==> src/rtl/ldpb_pkg.sv <==
// ----------------------------------------------------------------------------
// ldpb_pkg: shared types and constants of the scanner packet deframer
// Packet layout, angle arithmetic constants, queue record and back-end states.
// ----------------------------------------------------------------------------
package ldpb_pkg;

    // Packet framing
    localparam int PACKET_BYTES = 47;
    localparam int POINTS       = 12;
    localparam int ANGLE_BINS   = 360;
    localparam int CNT_W        = 6;
    localparam int PIDX_W       = 4;

    localparam logic [7:0] HDR0 = 8'h54;
    localparam logic [7:0] HDR1 = 8'h2C;

    localparam logic [CNT_W-1:0] CNT_HDR0  = CNT_W'(0);
    localparam logic [CNT_W-1:0] CNT_HDR1  = CNT_W'(1);
    localparam logic [CNT_W-1:0] CNT_BODY  = CNT_W'(2);
    localparam logic [CNT_W-1:0] START_LO  = CNT_W'(4);
    localparam logic [CNT_W-1:0] START_HI  = CNT_W'(5);
    localparam logic [CNT_W-1:0] PT_FIRST  = CNT_W'(6);
    localparam logic [CNT_W-1:0] PT_LAST   = CNT_W'(6 + 3 * POINTS - 1);
    localparam logic [CNT_W-1:0] END_LO    = CNT_W'(6 + 3 * POINTS);
    localparam logic [CNT_W-1:0] END_HI    = CNT_W'(6 + 3 * POINTS + 1);
    localparam logic [CNT_W-1:0] LAST_BYTE = CNT_W'(PACKET_BYTES - 1);

    localparam logic [PIDX_W-1:0] LAST_PT = PIDX_W'(POINTS - 1);

    // Angle arithmetic in units of 1/(100*SEG) degree
    localparam int SEG         = POINTS - 1;
    localparam int CIRCLE      = ANGLE_BINS * 100;
    localparam int FULL        = CIRCLE * SEG;
    localparam int HALF        = 50 * SEG;
    localparam int BIN_DIV     = 100 * SEG;
    localparam int RECIP_SHIFT = 30;
    localparam int RECIP       = (2**RECIP_SHIFT + BIN_DIV - 1) / BIN_DIV;
    localparam int ACC_W       = 32;
    localparam int REM_W       = 19;
    localparam int RECIP_W     = 20;
    localparam int PROD_W      = REM_W + RECIP_W;
    localparam int BIN_W       = 9;

    // Queue between front and back
    localparam int QUEUE_DEPTH = 2;
    localparam int QPTR_W      = 1;
    localparam int QCNT_W      = 2;

    typedef struct packed {
        logic [7:0]  inten;
        logic [15:0] range_mm;
    } t_point;

    typedef struct packed {
        t_point [POINTS-1:0] pts;
        logic [15:0]         sweep_to;
        logic [15:0]         sweep_from;
        logic                scan;
    } t_packet;

    typedef struct packed {
        logic              last;
        logic              scan;
        logic              pvalid;
        logic [7:0]        inten;
        logic [15:0]       range_mm;
        logic [BIN_W-1:0]  bin;
    } t_result;

    typedef enum logic [1:0] {
        PH_LO,
        PH_HI,
        PH_INT
    } t_phase;

    typedef enum logic [1:0] {
        BK_IDLE,
        BK_MUL,
        BK_OUT
    } t_back_state;

endpackage

==> src/rtl/lidar_packet_deframe_and_bin.sv <==
// ----------------------------------------------------------------------------
// lidar_packet_deframe_and_bin: scanner packet deframer and angle binner
// Byte stream in, twelve binned points out per 47-byte packet.
// ----------------------------------------------------------------------------
// The input side takes one scanner byte per transfer and is ready every
// cycle except on the final byte of a packet while two finished packets
// are still queued. The front hunts for the header pair 0x54 0x2C,
// collects the packet and pushes one record per packet into a two-entry
// queue; the CRC byte is not checked. The back walks the twelve points of
// the head record after a packet-setup state: each point takes a
// reciprocal multiply that rounds the mirrored angle to a bin, then a load
// of the output register, which waits only on sink stalls; nothing else
// holds the back up while it walks a packet. The interpolated angle is
// kept below a full circle with one compare and subtract per point. The
// output register holds a point until the sink takes it, while the front
// keeps collecting. Each point carries a mirrored, rounded one-degree bin
// (0..359), the distance, the intensity, a valid flag (distance above
// min_distance_mm, reset 150), a new-revolution flag on all points of a
// packet whose start angle dropped below the previous one, and tlast on
// the twelfth point. Write min_distance_mm only while idle.
// ----------------------------------------------------------------------------
module lidar_packet_deframe_and_bin (
    input  logic        i_clk,
    input  logic        i_rst_n,
    input  logic        i_cfg_we,
    input  logic [15:0] i_cfg_wdata,     // min_distance_mm
    input  logic        s_axis_tvalid,
    output logic        s_axis_tready,
    input  logic [7:0]  s_axis_tdata,    // [7:0] rx_byte
    output logic        m_axis_tvalid,
    input  logic        m_axis_tready,
    output logic [39:0] m_axis_tdata,    // [8:0] bin_index, [24:9] distance_mm,
                                         // [32:25] intensity, [39:33] zero
    output logic [1:0]  m_axis_tuser,    // [0] point_valid, [1] scan_start
    output logic        m_axis_tlast     // last_point
);

    logic              w_push;
    logic              w_full;
    logic              w_pop;
    logic              w_q_valid;
    ldpb_pkg::t_packet w_pkt;
    ldpb_pkg::t_packet w_head;
    ldpb_pkg::t_result w_res;

    // Hunt, collect, push one record per packet
    ldpb_front u_front (
        .i_clk   (i_clk),
        .i_rst_n (i_rst_n),
        .i_valid (s_axis_tvalid),
        .o_ready (s_axis_tready),
        .i_byte  (s_axis_tdata),
        .o_push  (w_push),
        .o_pkt   (w_pkt),
        .i_full  (w_full)
    );

    // Hold up to two finished packets
    ldpb_queue u_queue (
        .i_clk   (i_clk),
        .i_rst_n (i_rst_n),
        .i_push  (w_push),
        .i_data  (w_pkt),
        .o_full  (w_full),
        .i_pop   (w_pop),
        .o_valid (w_q_valid),
        .o_head  (w_head)
    );

    // Compute and emit points of the head packet
    ldpb_back u_back (
        .i_clk       (i_clk),
        .i_rst_n     (i_rst_n),
        .i_cfg_we    (i_cfg_we),
        .i_cfg_wdata (i_cfg_wdata),
        .i_q_valid   (w_q_valid),
        .i_q_head    (w_head),
        .o_q_pop     (w_pop),
        .o_valid     (m_axis_tvalid),
        .i_ready     (m_axis_tready),
        .o_res       (w_res)
    );

    // Pack point fields, lowest field first, zero padded to whole bytes
    assign m_axis_tdata = 40'({w_res.inten, w_res.range_mm, w_res.bin});
    assign m_axis_tuser = {w_res.scan, w_res.pvalid};
    assign m_axis_tlast = w_res.last;

endmodule

==> src/rtl/ldpb_front.sv <==
// ----------------------------------------------------------------------------
// ldpb_front: header hunt and packet collection
// Finds the header pair, captures angles and point records, pushes one
// packet record per complete packet and tracks the revolution start.
// ----------------------------------------------------------------------------
module ldpb_front (
    input  logic              i_clk,
    input  logic              i_rst_n,
    input  logic              i_valid,
    output logic              o_ready,
    input  logic [7:0]        i_byte,
    output logic              o_push,
    output ldpb_pkg::t_packet o_pkt,
    input  logic              i_full
);

    logic [ldpb_pkg::CNT_W-1:0]  r_count;
    logic [ldpb_pkg::PIDX_W-1:0] r_pidx;
    ldpb_pkg::t_phase            r_phase;
    logic [15:0]                 r_start;
    logic [15:0]                 r_end;
    logic [15:0]                 r_prev_start;
    logic                        r_prev_known;
    ldpb_pkg::t_point [ldpb_pkg::POINTS-1:0] r_pts;

    logic w_acc;
    logic w_done;
    logic w_in_pts;

    // Stall only the final byte while the queue is full
    assign o_ready  = !((r_count == ldpb_pkg::LAST_BYTE) && i_full);
    assign w_acc    = i_valid && o_ready;
    assign w_done   = w_acc && (r_count == ldpb_pkg::LAST_BYTE);
    assign w_in_pts = r_count inside {[ldpb_pkg::PT_FIRST : ldpb_pkg::PT_LAST]};

    always_ff @(posedge i_clk) begin
        if (!i_rst_n) begin
            r_count      <= ldpb_pkg::CNT_HDR0;
            r_pidx       <= '0;
            r_phase      <= ldpb_pkg::PH_LO;
            r_prev_start <= '0;
            r_prev_known <= 1'b0;
        end else if (w_acc) begin
            case (r_count)
                ldpb_pkg::CNT_HDR0: begin
                    if (i_byte == ldpb_pkg::HDR0) begin
                        r_count <= ldpb_pkg::CNT_HDR1;
                    end
                end
                ldpb_pkg::CNT_HDR1: begin
                    if (i_byte == ldpb_pkg::HDR1) begin
                        r_count <= ldpb_pkg::CNT_BODY;
                        r_pidx  <= '0;
                        r_phase <= ldpb_pkg::PH_LO;
                    end else if (i_byte == ldpb_pkg::HDR0) begin
                        r_count <= ldpb_pkg::CNT_HDR1;
                    end else begin
                        r_count <= ldpb_pkg::CNT_HDR0;
                    end
                end
                default: begin
                    if (r_count == ldpb_pkg::LAST_BYTE) begin
                        r_count      <= ldpb_pkg::CNT_HDR0;
                        r_prev_start <= r_start;
                        r_prev_known <= 1'b1;
                    end else begin
                        r_count <= r_count + ldpb_pkg::CNT_W'(1);
                    end
                    if (w_in_pts) begin
                        case (r_phase)
                            ldpb_pkg::PH_LO:  r_phase <= ldpb_pkg::PH_HI;
                            ldpb_pkg::PH_HI:  r_phase <= ldpb_pkg::PH_INT;
                            default: begin
                                r_phase <= ldpb_pkg::PH_LO;
                                r_pidx  <= r_pidx + ldpb_pkg::PIDX_W'(1);
                            end
                        endcase
                    end
                end
            endcase
        end
    end

    always_ff @(posedge i_clk) begin
        if (w_acc) begin
            if (r_count == ldpb_pkg::START_LO) r_start[7:0]  <= i_byte;
            if (r_count == ldpb_pkg::START_HI) r_start[15:8] <= i_byte;
            if (r_count == ldpb_pkg::END_LO)   r_end[7:0]    <= i_byte;
            if (r_count == ldpb_pkg::END_HI)   r_end[15:8]   <= i_byte;
            if (w_in_pts) begin
                case (r_phase)
                    ldpb_pkg::PH_LO:  r_pts[r_pidx].range_mm[7:0]  <= i_byte;
                    ldpb_pkg::PH_HI:  r_pts[r_pidx].range_mm[15:8] <= i_byte;
                    default:          r_pts[r_pidx].inten          <= i_byte;
                endcase
            end
        end
    end

    assign o_push = w_done;

    always_comb begin
        o_pkt.pts        = r_pts;
        o_pkt.sweep_to   = r_end;
        o_pkt.sweep_from = r_start;
        o_pkt.scan       = r_prev_known && (r_start < r_prev_start);
    end

endmodule

==> src/rtl/ldpb_queue.sv <==
// ----------------------------------------------------------------------------
// ldpb_queue: two-entry packet record queue
// Decouples packet collection from point computation.
// ----------------------------------------------------------------------------
module ldpb_queue (
    input  logic              i_clk,
    input  logic              i_rst_n,
    input  logic              i_push,
    input  ldpb_pkg::t_packet i_data,
    output logic              o_full,
    input  logic              i_pop,
    output logic              o_valid,
    output ldpb_pkg::t_packet o_head
);

    ldpb_pkg::t_packet r_mem [ldpb_pkg::QUEUE_DEPTH];
    logic [ldpb_pkg::QPTR_W-1:0] r_wr;
    logic [ldpb_pkg::QPTR_W-1:0] r_rd;
    logic [ldpb_pkg::QCNT_W-1:0] r_cnt;
    logic [ldpb_pkg::QCNT_W-1:0] n_cnt;

    always_comb begin
        case ({i_push, i_pop})
            2'b10:   n_cnt = r_cnt + ldpb_pkg::QCNT_W'(1);
            2'b01:   n_cnt = r_cnt - ldpb_pkg::QCNT_W'(1);
            default: n_cnt = r_cnt;
        endcase
    end

    always_ff @(posedge i_clk) begin
        if (!i_rst_n) begin
            r_wr  <= '0;
            r_rd  <= '0;
            r_cnt <= '0;
        end else begin
            if (i_push) r_wr <= r_wr + ldpb_pkg::QPTR_W'(1);
            if (i_pop)  r_rd <= r_rd + ldpb_pkg::QPTR_W'(1);
            r_cnt <= n_cnt;
        end
    end

    always_ff @(posedge i_clk) begin
        if (i_push) begin
            r_mem[r_wr] <= i_data;
        end
    end

    assign o_head  = r_mem[r_rd];
    assign o_valid = (r_cnt != '0);
    assign o_full  = (r_cnt == ldpb_pkg::QCNT_W'(ldpb_pkg::QUEUE_DEPTH));

`ifndef SYNTHESIS
    a_cnt_range: assert property (@(posedge i_clk) disable iff (!i_rst_n)
        r_cnt <= ldpb_pkg::QCNT_W'(ldpb_pkg::QUEUE_DEPTH))
        else $error("queue count beyond depth");
    a_no_overflow: assert property (@(posedge i_clk) disable iff (!i_rst_n)
        i_push |-> !o_full)
        else $error("push into full queue");
    a_no_underflow: assert property (@(posedge i_clk) disable iff (!i_rst_n)
        i_pop |-> o_valid)
        else $error("pop from empty queue");
    a_ptr_match: assert property (@(posedge i_clk) disable iff (!i_rst_n)
        (r_cnt == '0) |-> (r_wr == r_rd))
        else $error("pointers disagree on empty queue");
`endif

endmodule

==> src/rtl/ldpb_back.sv <==
// ----------------------------------------------------------------------------
// ldpb_back: point sequencer and angle binner
// Walks the twelve points of the head packet, keeps the interpolated angle
// below a full circle with one compare and subtract per step and rounds it to
// a bin with a reciprocal multiply.
// ----------------------------------------------------------------------------
module ldpb_back (
    input  logic              i_clk,
    input  logic              i_rst_n,
    input  logic              i_cfg_we,
    input  logic [15:0]       i_cfg_wdata,
    input  logic              i_q_valid,
    input  ldpb_pkg::t_packet i_q_head,
    output logic              o_q_pop,
    output logic              o_valid,
    input  logic              i_ready,
    output ldpb_pkg::t_result o_res
);

    ldpb_pkg::t_back_state r_state;
    ldpb_pkg::t_back_state n_state;

    logic [ldpb_pkg::PIDX_W-1:0] r_idx;
    logic [ldpb_pkg::ACC_W-1:0]  r_t;
    logic [ldpb_pkg::ACC_W-1:0]  r_span;
    logic [ldpb_pkg::PROD_W-1:0] r_prod;
    logic [15:0]                 r_min_dist;
    logic                        r_o_valid;
    ldpb_pkg::t_result           r_res;

    logic                         w_free;
    logic                         w_load;
    logic [ldpb_pkg::ACC_W-1:0]   w_t0;
    logic [ldpb_pkg::ACC_W-1:0]   w_t0_mod;
    logic [ldpb_pkg::ACC_W-1:0]   w_span;
    logic [ldpb_pkg::ACC_W-1:0]   w_t_sum;
    logic [ldpb_pkg::ACC_W-1:0]   w_t_next;
    logic [ldpb_pkg::REM_W-1:0]   w_t_lo;
    logic [ldpb_pkg::REM_W-1:0]   w_x;
    logic [ldpb_pkg::BIN_W-1:0]   w_bin;
    ldpb_pkg::t_point             w_pt;

    assign w_free   = !r_o_valid || i_ready;
    assign w_t0     = ldpb_pkg::ACC_W'(i_q_head.sweep_from) *
                      ldpb_pkg::ACC_W'(ldpb_pkg::SEG);
    // start*SEG stays below two full circles, one subtract reduces it
    assign w_t0_mod = (w_t0 >= ldpb_pkg::ACC_W'(ldpb_pkg::FULL))
                    ? w_t0 - ldpb_pkg::ACC_W'(ldpb_pkg::FULL) : w_t0;
    assign w_span   = (i_q_head.sweep_to >= i_q_head.sweep_from)
                    ? ldpb_pkg::ACC_W'(i_q_head.sweep_to) -
                      ldpb_pkg::ACC_W'(i_q_head.sweep_from)
                    : ldpb_pkg::ACC_W'(i_q_head.sweep_to) +
                      ldpb_pkg::ACC_W'(ldpb_pkg::CIRCLE) -
                      ldpb_pkg::ACC_W'(i_q_head.sweep_from);
    // span is below a full circle, so one subtract keeps the angle reduced
    assign w_t_sum  = r_t + r_span;
    assign w_t_next = (w_t_sum >= ldpb_pkg::ACC_W'(ldpb_pkg::FULL))
                    ? w_t_sum - ldpb_pkg::ACC_W'(ldpb_pkg::FULL) : w_t_sum;
    assign w_t_lo   = r_t[ldpb_pkg::REM_W-1:0];
    // mirror and add the rounding half in one subtract
    assign w_x      = (w_t_lo == '0) ? ldpb_pkg::REM_W'(ldpb_pkg::HALF)
                    : ldpb_pkg::REM_W'(ldpb_pkg::FULL + ldpb_pkg::HALF) - w_t_lo;
    assign w_bin    = r_prod[ldpb_pkg::PROD_W-1:ldpb_pkg::RECIP_SHIFT];
    assign w_pt     = i_q_head.pts[r_idx];

    always_ff @(posedge i_clk) begin
        if (!i_rst_n) begin
            r_state <= ldpb_pkg::BK_IDLE;
        end else begin
            r_state <= n_state;
        end
    end

    always_comb begin
        n_state = r_state;
        o_q_pop = 1'b0;
        w_load  = 1'b0;
        case (r_state)
            ldpb_pkg::BK_IDLE: begin
                if (i_q_valid) n_state = ldpb_pkg::BK_MUL;
            end
            ldpb_pkg::BK_MUL: begin
                n_state = ldpb_pkg::BK_OUT;
            end
            ldpb_pkg::BK_OUT: begin
                if (w_free) begin
                    w_load = 1'b1;
                    if (r_idx == ldpb_pkg::LAST_PT) begin
                        o_q_pop = 1'b1;
                        n_state = ldpb_pkg::BK_IDLE;
                    end else begin
                        n_state = ldpb_pkg::BK_MUL;
                    end
                end
            end
            default: n_state = ldpb_pkg::BK_IDLE;
        endcase
    end

    always_ff @(posedge i_clk) begin
        if (!i_rst_n) begin
            r_idx      <= '0;
            r_o_valid  <= 1'b0;
            r_min_dist <= 16'd150;
        end else begin
            if (i_cfg_we) r_min_dist <= i_cfg_wdata;
            if (w_load) begin
                r_o_valid <= 1'b1;
            end else if (i_ready) begin
                r_o_valid <= 1'b0;
            end
            case (r_state)
                ldpb_pkg::BK_IDLE: begin
                    r_idx <= '0;
                end
                ldpb_pkg::BK_OUT: begin
                    if (w_load && (r_idx != ldpb_pkg::LAST_PT)) begin
                        r_idx <= r_idx + ldpb_pkg::PIDX_W'(1);
                    end
                end
                default: begin
                end
            endcase
        end
    end

    always_ff @(posedge i_clk) begin
        case (r_state)
            ldpb_pkg::BK_IDLE: begin
                r_t    <= w_t0_mod;
                r_span <= w_span;
            end
            ldpb_pkg::BK_MUL: begin
                r_prod <= ldpb_pkg::PROD_W'(w_x) *
                          ldpb_pkg::PROD_W'(ldpb_pkg::RECIP);
            end
            ldpb_pkg::BK_OUT: begin
                if (w_load && (r_idx != ldpb_pkg::LAST_PT)) begin
                    r_t <= w_t_next;
                end
            end
            default: begin
            end
        endcase
        if (w_load) begin
            r_res.bin      <= (w_bin >= ldpb_pkg::BIN_W'(ldpb_pkg::ANGLE_BINS)) ? '0 : w_bin;
            r_res.range_mm <= w_pt.range_mm;
            r_res.inten    <= w_pt.inten;
            r_res.pvalid   <= (w_pt.range_mm > r_min_dist);
            r_res.scan     <= i_q_head.scan;
            r_res.last     <= (r_idx == ldpb_pkg::LAST_PT);
        end
    end

    assign o_valid = r_o_valid;
    assign o_res   = r_res;

`ifndef SYNTHESIS
    a_pop_has_data: assert property (@(posedge i_clk) disable iff (!i_rst_n)
        o_q_pop |-> i_q_valid)
        else $error("packet released while queue empty");
    a_pop_gives_last: assert property (@(posedge i_clk) disable iff (!i_rst_n)
        o_q_pop |=> (r_o_valid && r_res.last))
        else $error("packet released without its last point");
    a_reduced: assert property (@(posedge i_clk) disable iff (!i_rst_n)
        (r_state == ldpb_pkg::BK_MUL) |-> (r_t < ldpb_pkg::ACC_W'(ldpb_pkg::FULL)))
        else $error("angle not reduced below full circle");
    a_idx_range: assert property (@(posedge i_clk) disable iff (!i_rst_n)
        r_idx <= ldpb_pkg::LAST_PT)
        else $error("point index out of range");
`endif

endmodule

==> config.mk <==
export PLATFORM = sky130hd
export DESIGN_NAME = lidar_packet_deframe_and_bin
export DESIGN_NICKNAME = d
export VERILOG_FILES = /design/src/rtl/ldpb_pkg.sv /design/src/rtl/lidar_packet_deframe_and_bin.sv /design/src/rtl/ldpb_front.sv /design/src/rtl/ldpb_queue.sv /design/src/rtl/ldpb_back.sv
export SDC_FILE = /design/constraint.sdc
export NUM_CORES = 2
export LEC_CHECK = 0
export ABC_CLOCK_PERIOD_IN_PS = 21100
export BUFFER_PORTS_ARGS = -buffer_cell sky130_fd_sc_hd__buf_2
export CAP_MARGIN = 25
export CORE_MARGIN = 1
export CORE_UTILIZATION = 55
export CTS_BUF_LIST = sky130_fd_sc_hd__clkbuf_16
export DETAILED_ROUTE_END_ITERATION = 10
export PLACE_DENSITY = 0.71
export SYNTH_ARGS = -nofsm -noshare
export SYNTH_HDL_FRONTEND = slang
export SYNTH_SLANG_ARGS = --single-unit
export TNS_END_PERCENT = 50
==> constraint.sdc <==
create_clock -name i_clk -period 21.1 [get_ports i_clk]
set_input_delay 1.055 -clock i_clk [delete_from_list [all_inputs] [get_ports i_clk]]
set_output_delay 1.055 -clock i_clk [all_outputs]
set_load 0.1 [all_outputs]
* Yosys cells after proc, flatten, opt, wreduce, memory -nomap -nowiden
Memories as Yosys holds them, arrays and structs flattened. A register that Yosys moved wholly into a read port is not among the register bits.
Cells that the tools add are included.
** Operators by class
- $add $sub $neg :: 14
- Multipliers :: 2
- Order comparisons :: 11
- Eq/ne operators :: 22
- Multiplexer cells :: 49
- Bitwise logic cells :: 2
- Reductions and logical operators :: 32
** Operators by type and width (count)
- $bwmux 288 :: 3
- $pmux 288 s2 :: 1
- $demux 24 s4 :: 3
- $mux 32 :: 4
- $bmux 24 s4 :: 1
- $pmux 32 s2 :: 1
- $mux 24 :: 2
- $mul 19x20->39 const B :: 1
- $add 32x32->32 :: 1
- $ge 32x19->1 const B :: 1
- $sub 32x16->32 :: 1
- $sub 32x19->32 const B :: 1
- $sub 20x19->21 const B :: 1
- $ge 20x19->1 const B :: 1
- $mul 16x4->20 const B :: 1
- $logic_not 19->1 :: 1
- $mux 19 :: 1
- $sub 19x19->19 const A :: 1
- $eq 6x6->1 const B :: 3
- $mux 6 :: 3
- $add 16x16->17 const B :: 1
- $sub 16x16->17 :: 1
- $ge 16x16->1 :: 1
- $gt 16x16->1 :: 1
- other kinds (41) :: 96
** Word-level totals
- Register bits :: 515
- Bits in writable memories :: 642
- Input bits :: 29
- Output and inout port bits :: 45
- Logic and storage cells :: 182
- Memories kept :: 1
** Memory list
- u_queue.r_mem :: words 2, bits a word 321, rd ports 1, clocked after memory_dff 1, write ports 1, line ldpb_queue.sv:16 : ldpb_pkg::t_packet r_mem [ldpb_pkg::QUEUE_DEPTH];

* Depth between registers and ports, before layout
- Depth in word-level cells :: 7
- Depth in mapped cells :: 31

* Cells and area by module
Synthesis repeated with hierarchy kept, for this count alone.
** Unflattened totals
- Cell total of the unflattened synthesis :: 4440
- Area, all modules :: 57630.3 µm²
** By module, submodules not included
- ldpb_queue :: instances 1, cells each 1021, area an instance 23640.2 µm², seq. area each 19378.6 µm²
- ldpb_back :: instances 1, cells each 1904, area an instance 18212.5 µm², seq. area each 3313.2 µm²
- ldpb_front :: instances 1, cells each 1507, area an instance 15721.3 µm², seq. area each 10189.8 µm²
- lidar_packet_deframe_and_bin :: instances 1, cells each 8, area an instance 56.3 µm², seq. area each 0.0 µm²

* Worst setup path before layout
Ideal clock, no wire load.
- Path kind :: flip-flop to flip-flop
- Start :: reg u_front.r_count[0] (netlist name)
- End :: mem u_queue.r_mem[0][0] (netlist name) (enable)
- Arrival time :: 15617 ps
- Required time :: 20088 ps
- Slack :: 4472 ps
- Cell stages (with the launch flop) :: 10
- Path buffers :: 1
- Clock period less this slack :: 16628 ps
- Path through :: dfxtp_1 > inv_1 > ha_1 > nand2_1 > nor3_1 > nand3b_1 > and3_1 > clkinv_1 > buf_1 > nor2_1
** Between the ends
- Cells in the longest elaborated chain, start to end :: 7
** RTL lines
- start, declared :: line ldpb_front.sv:17 : logic [ldpb_pkg::CNT_W-1:0] r_count;
- start signal, assigned :: line ldpb_front.sv:38 : r_count <= ldpb_pkg::CNT_HDR0;
- start signal, assigned :: line ldpb_front.sv:47 : r_count <= ldpb_pkg::CNT_HDR1;
- start signal, assigned :: line ldpb_front.sv:52 : r_count <= ldpb_pkg::CNT_BODY;
- $eq 6x6->1 :: line ldpb_front.sv:31 : assign o_ready = !((r_count == ldpb_pkg::LAST_BYTE) && i_full);
- $logic_and 1x1->1 :: line ldpb_front.sv:31
- $logic_not 1->1 :: line ldpb_front.sv:31
- named net s_axis_tready :: line lidar_packet_deframe_and_bin.sv:28 : output logic s_axis_tready,
- $logic_and 1x1->1 :: line ldpb_front.sv:32 : assign w_acc = i_valid && o_ready;
- $logic_and 1x1->1 :: line ldpb_front.sv:33 : assign w_done = w_acc && (r_count == ldpb_pkg::LAST_BYTE);
- $mux 1 :: line ldpb_queue.sv:43 : if (i_push) begin
- $mux 1 (not written as such) :: line ldpb_queue.sv:44 : r_mem[r_wr] <= i_data;
- end, declared :: line ldpb_queue.sv:16
The timed path passes the listed nets, and every way through them passes these cells.

* Final worst setup path
- Start :: reg u_back.r_t[0] (netlist name)
- End :: reg u_back.r_prod[38] (netlist name) (data pin)
** Between the ends
- Cells in the longest elaborated chain, start to end :: 3
** RTL lines
- start, declared :: line ldpb_back.sv:24 : logic [ldpb_pkg::ACC_W-1:0] r_t;
- start signal, assigned :: line ldpb_back.sv:130 : r_t <= w_t0_mod;
- start signal, assigned :: line ldpb_back.sv:139 : r_t <= w_t_next;
- $sub 19x19->19 / $logic_not 19->1 (equally long branches) :: line ldpb_back.sv:62, ldpb_back.sv:61
- $mux 19 (*) :: line ldpb_back.sv:61 : assign w_x = (w_t_lo == '0) ? ldpb_pkg::REM_W'(ldpb_pkg::HALF)
- $mul 19x20->39 (*) :: line ldpb_back.sv:134 : r_prod <= ldpb_pkg::PROD_W'(w_x) *
- end signal, assigned :: line ldpb_back.sv:134
- end, declared :: line ldpb_back.sv:26 : logic [ldpb_pkg::PROD_W-1:0] r_prod;
Mark *: on every way between the ends. The rest lies on a longest branch, timed or not.
A chain may end at the register's enable or synchronous reset.

==> flow_metrics.env <==
export IMPL_avgRoutedWirePerCell_um=21.6
export IMPL_dp_hpwl_mm=83.7
export IMPL_yosys_cell_types=86
export IMPL_setup_tns_final_ns=0
export IMPL_grt_start_max_net_pins=157
export IMPL_grt_usage=0.245
export IMPL_max_root_sink_buffers=3
export IMPL_power_per_cell_area_mw_per_mm2=71.9
export IMPL_final_max_slew_violation_count=0
export IMPL_synth_edf_count=1071
export IMPL_portBuffers=66
export IMPL_die_area_mm2=0.104
export IMPL_met2_usage=0.431
export IMPL_drt_iter0_markers=2989
export IMPL_cts_tree="built"
export IMPL_post_cts_hold_buffer_count=0
export IMPL_netSwitchingFraction=0.197
export IMPL_timing_critical_path_from_type="flop"
export IMPL_die_y_um=322
export IMPL_busiest_layer="met2"
export IMPL_yosysSeqAreaShare=0.591
export IMPL_final_hold_viol_count=0
export IMPL_cts_reportedPaths_clkPinSlew_ns=0.06
export IMPL_detail_route_drc_violations=0
export IMPL_synth_area_top_cells="edfxtp_1 57%, mux4_2 6.7%, ha_1 6.3%"
export IMPL_timing_max_slew_rel_slack=0.274
export IMPL_comb_power_share=0.009
export IMPL_setup_worst_path_class="reg2reg"
export IMPL_grt_first_pass_wirelength_mm=194
export IMPL_period_needed_ns=8.27
export IMPL_overflow=0
export IMPL_detail_route_wirelength_mm=126
export IMPL_critical_path_n_buffers_inverters=4
export IMPL_critical_path_slowest_cell="fa_1"
export IMPL_peak_fanout_along_the_critical_path=6
export IMPL_irDropWorstVdd_mv=0.0766
export IMPL_grt_met1_usage=0.311
export IMPL_worst_ep_arrival_ns=8.69
export IMPL_ant_nets=0
export IMPL_worstHoldPathCells=0
export IMPL_tightestPinTransition_ns=1.09
export IMPL_setup_slack_ns=12.83
export IMPL_clockRootBuffer="clkbuf_16"
export IMPL_share_of_cells_above_drive_strength_1=0.116
export IMPL_placementRows=117
export IMPL_hold_slack_ns=0.433
export IMPL_wp_data_required_ns=21.52
export IMPL_pin_count=74
export IMPL_num_nets_final=4781
export IMPL_vias=33900
export IMPL_mappedNetlistArea_mm2=0.0564
export IMPL_grt_pass1_vias=34000
export IMPL_sequential_power_share=0.544
export IMPL_setup_viol=0
export IMPL_static_leakage_power_nw=24.2
export IMPL_cts_buffers_inserted=112
export IMPL_vias_per_cell=5.83
export IMPL_postSynth_asyncResetShare=0
export IMPL_synth_yosys_warnings=0
export IMPL_drv_max_cap_violation_count=0
export IMPL_average_instance_area_after_synthesis_um2=13.0
export IMPL_h_tree_depth=3
export IMPL_switchingPower_mw=0.876
export IMPL_cp_end_kind="flop"
export IMPL_postCtsResizedCells=0
export IMPL_hp_class="reg2reg"
export IMPL_filler_cell_count=7860
export IMPL_initial_util=0.554
export IMPL_drt_pass1_iter_count=5
export IMPL_number_of_antenna_violations_at_the_first_check_in_global_routing=5
export IMPL_synth_cells=4334
export IMPL_netlist_area_leader_share=0.570
export IMPL_global_route_usage_met3=0.0299
export IMPL_critical_path_depth=31
export IMPL_achievable_frequency_ghz=0.121
export IMPL_run_status="complete, no violations"
export IMPL_insertion_delay_ns=0.71
export IMPL_gp_routability_congestion=0.875
export IMPL_ys_ff_latch=1128
export IMPL_cts_sink_count=1128
export IMPL_fin_crit_sh=0.392
export IMPL_clkPwrFrac=0.447
export IMPL_postCtsSetupRepairBufs=0
export IMPL_internal_power_mw=3.57
export IMPL_die_w_um=322
export IMPL_pre_cts_slack_ns=12.88
export IMPL_ys_dominant_reg_cell="edfxtp_1"
export IMPL_timing_clock_skew_ns=0.0443
export IMPL_synth_largest_area_cell="edfxtp_1"
export IMPL_cpPeakStageDelay_ns=0.55
export IMPL_fp_coreArea_mm2=0.102
export IMPL_area_growth_synth_to_final_pct=9.62
export IMPL_worstRegToRegCells=31
export IMPL_grt_setup_unrepaired="false"
export IMPL_critical_path_top_delay_family="adder cells"
## kinds of logic (layout without fill, tap and decap cells)
kind of cell               Yosys count  count (layout)  share of synthesized area
DFF                               1128            1128                      0.591
and+or+nand+nor                   1096            1096                     0.0874
AOI/OAI and AO/OA                  713             713                     0.0763
buffers and inverters              643             747                     0.0436
adders and majority gates          400             400                      0.104
muxes                              248             248                     0.0816
xor gates and xnor gates           105             105                     0.0164
other                                1              10                  0.0000665
## metal layers
metal  share of wire  vias up
met5         0.00025        -
met4           0.035        4
met3           0.058      228
met2            0.51     1028
met1            0.40    16800
li1                -    15800
## Yosys cell counts, types with 8 or more instances
master,count
nand2_1,592
and2_1,22
inv_1,420
a211oi_1,16
a2111oi_0,8
or3_1,21
nand3_1,72
nor3_1,41
a21o_1,29
nand4_1,27
xnor2_1,70
mux2_2,15
nand2b_1,25
buf_4,8
nor2b_1,25
fa_1,114
a31oi_1,21
ha_1,286
a311oi_1,9
nor4_1,8
and3_1,32
xor2_1,34
mux4_2,168
or2_2,20
nand3b_1,8
o211ai_1,26
o22ai_1,98
nor3b_1,11
o21a_1,17
o31ai_1,9
clkbuf_1,177
o21ai_0,100
buf_1,29
edfxtp_1,1071
nor2_1,165
mux2i_1,65
dfxtp_1,57
a21oi_1,317
## final timing paths
kind                                                 start  slack, ns                        endpoint
worst min-delay path            u_front.r_end[2]$_DFFE_PP_       0.43  u_queue.r_mem[0][19]$_DFFE_PP_
worst max-delay path               u_back.r_t[0]$_DFFE_PP_      12.83     u_back.r_prod[38]$_DFFE_PN_
worst min register to register  u_front.r_end[2]$_DFFE_PP_       0.43  u_queue.r_mem[0][19]$_DFFE_PP_
worst max register to register     u_back.r_t[0]$_DFFE_PP_      12.83     u_back.r_prod[38]$_DFFE_PN_
## cell type report
class | instances | area (um2) | area share
clock buffers | 113 | 2830 | 0.0457
clock inverters | 93 | 865 | 0.0140
diodes | 3 | 7.51 | 0.000121
repair buffers | 118 | 820 | 0.0133
well taps | 1368 | 1710 | 0.0277
inverters | 423 | 1590 | 0.0257
flip-flops and latches | 1128 | 33300 | 0.539
multi-input cells | 2569 | 20700 | 0.334
## cell usage in the layout (no fill, tap or decap), types with 16 or more instances in the layout
cell type / count
edfxtp_1: 1071
nand2_1: 592
inv_1: 440
a21oi_1: 317
ha_1: 286
mux4_2: 168
nor2_1: 162
fa_1: 114
clkbuf_16: 113
o21ai_0: 99
o22ai_1: 98
nand3_1: 72
xnor2_1: 70
buf_2: 66
mux2i_1: 65
dfxtp_1: 53
buf_4: 44
nor3_1: 41
xor2_1: 34
and3_1: 32
a21o_1: 29
nand4_1: 27
o211ai_1: 26
nand2b_1: 25
nor2b_1: 24
clkinv_1: 22
clkinv_2: 22
or3_1: 21
a31oi_1: 21
or2_2: 20
and2_1: 20
o21a_1: 17
a211oi_1: 16
## power by group through the flow
stage	registers (mW)	clock network [mW]	logic [mW]
floorplan	2.46	0	0.0243
global placement	2.46	0	0.0399
detailed placement	2.46	0	0.0406
CTS	2.42	2.02	0.0407
global route	2.41	2.09	0.0436
finish	2.42	1.99	0.0411
## through the flow
step / total power [mW] / util / instances / instance area, um2
finish: 4.44 / 0.608 / 5815 / 61800
CTS: 4.47 / 0.607 / 5809 / 61800
detailed placement: 2.50 / 0.571 / 5603 / 58100
floorplan: 2.49 / - / 4340 / 56400
global route: 4.55 / 0.607 / 5812 / 61800
global placement: 2.50 / 0.570 / 5599 / 58000
Power figures use the tool's default switching activity.
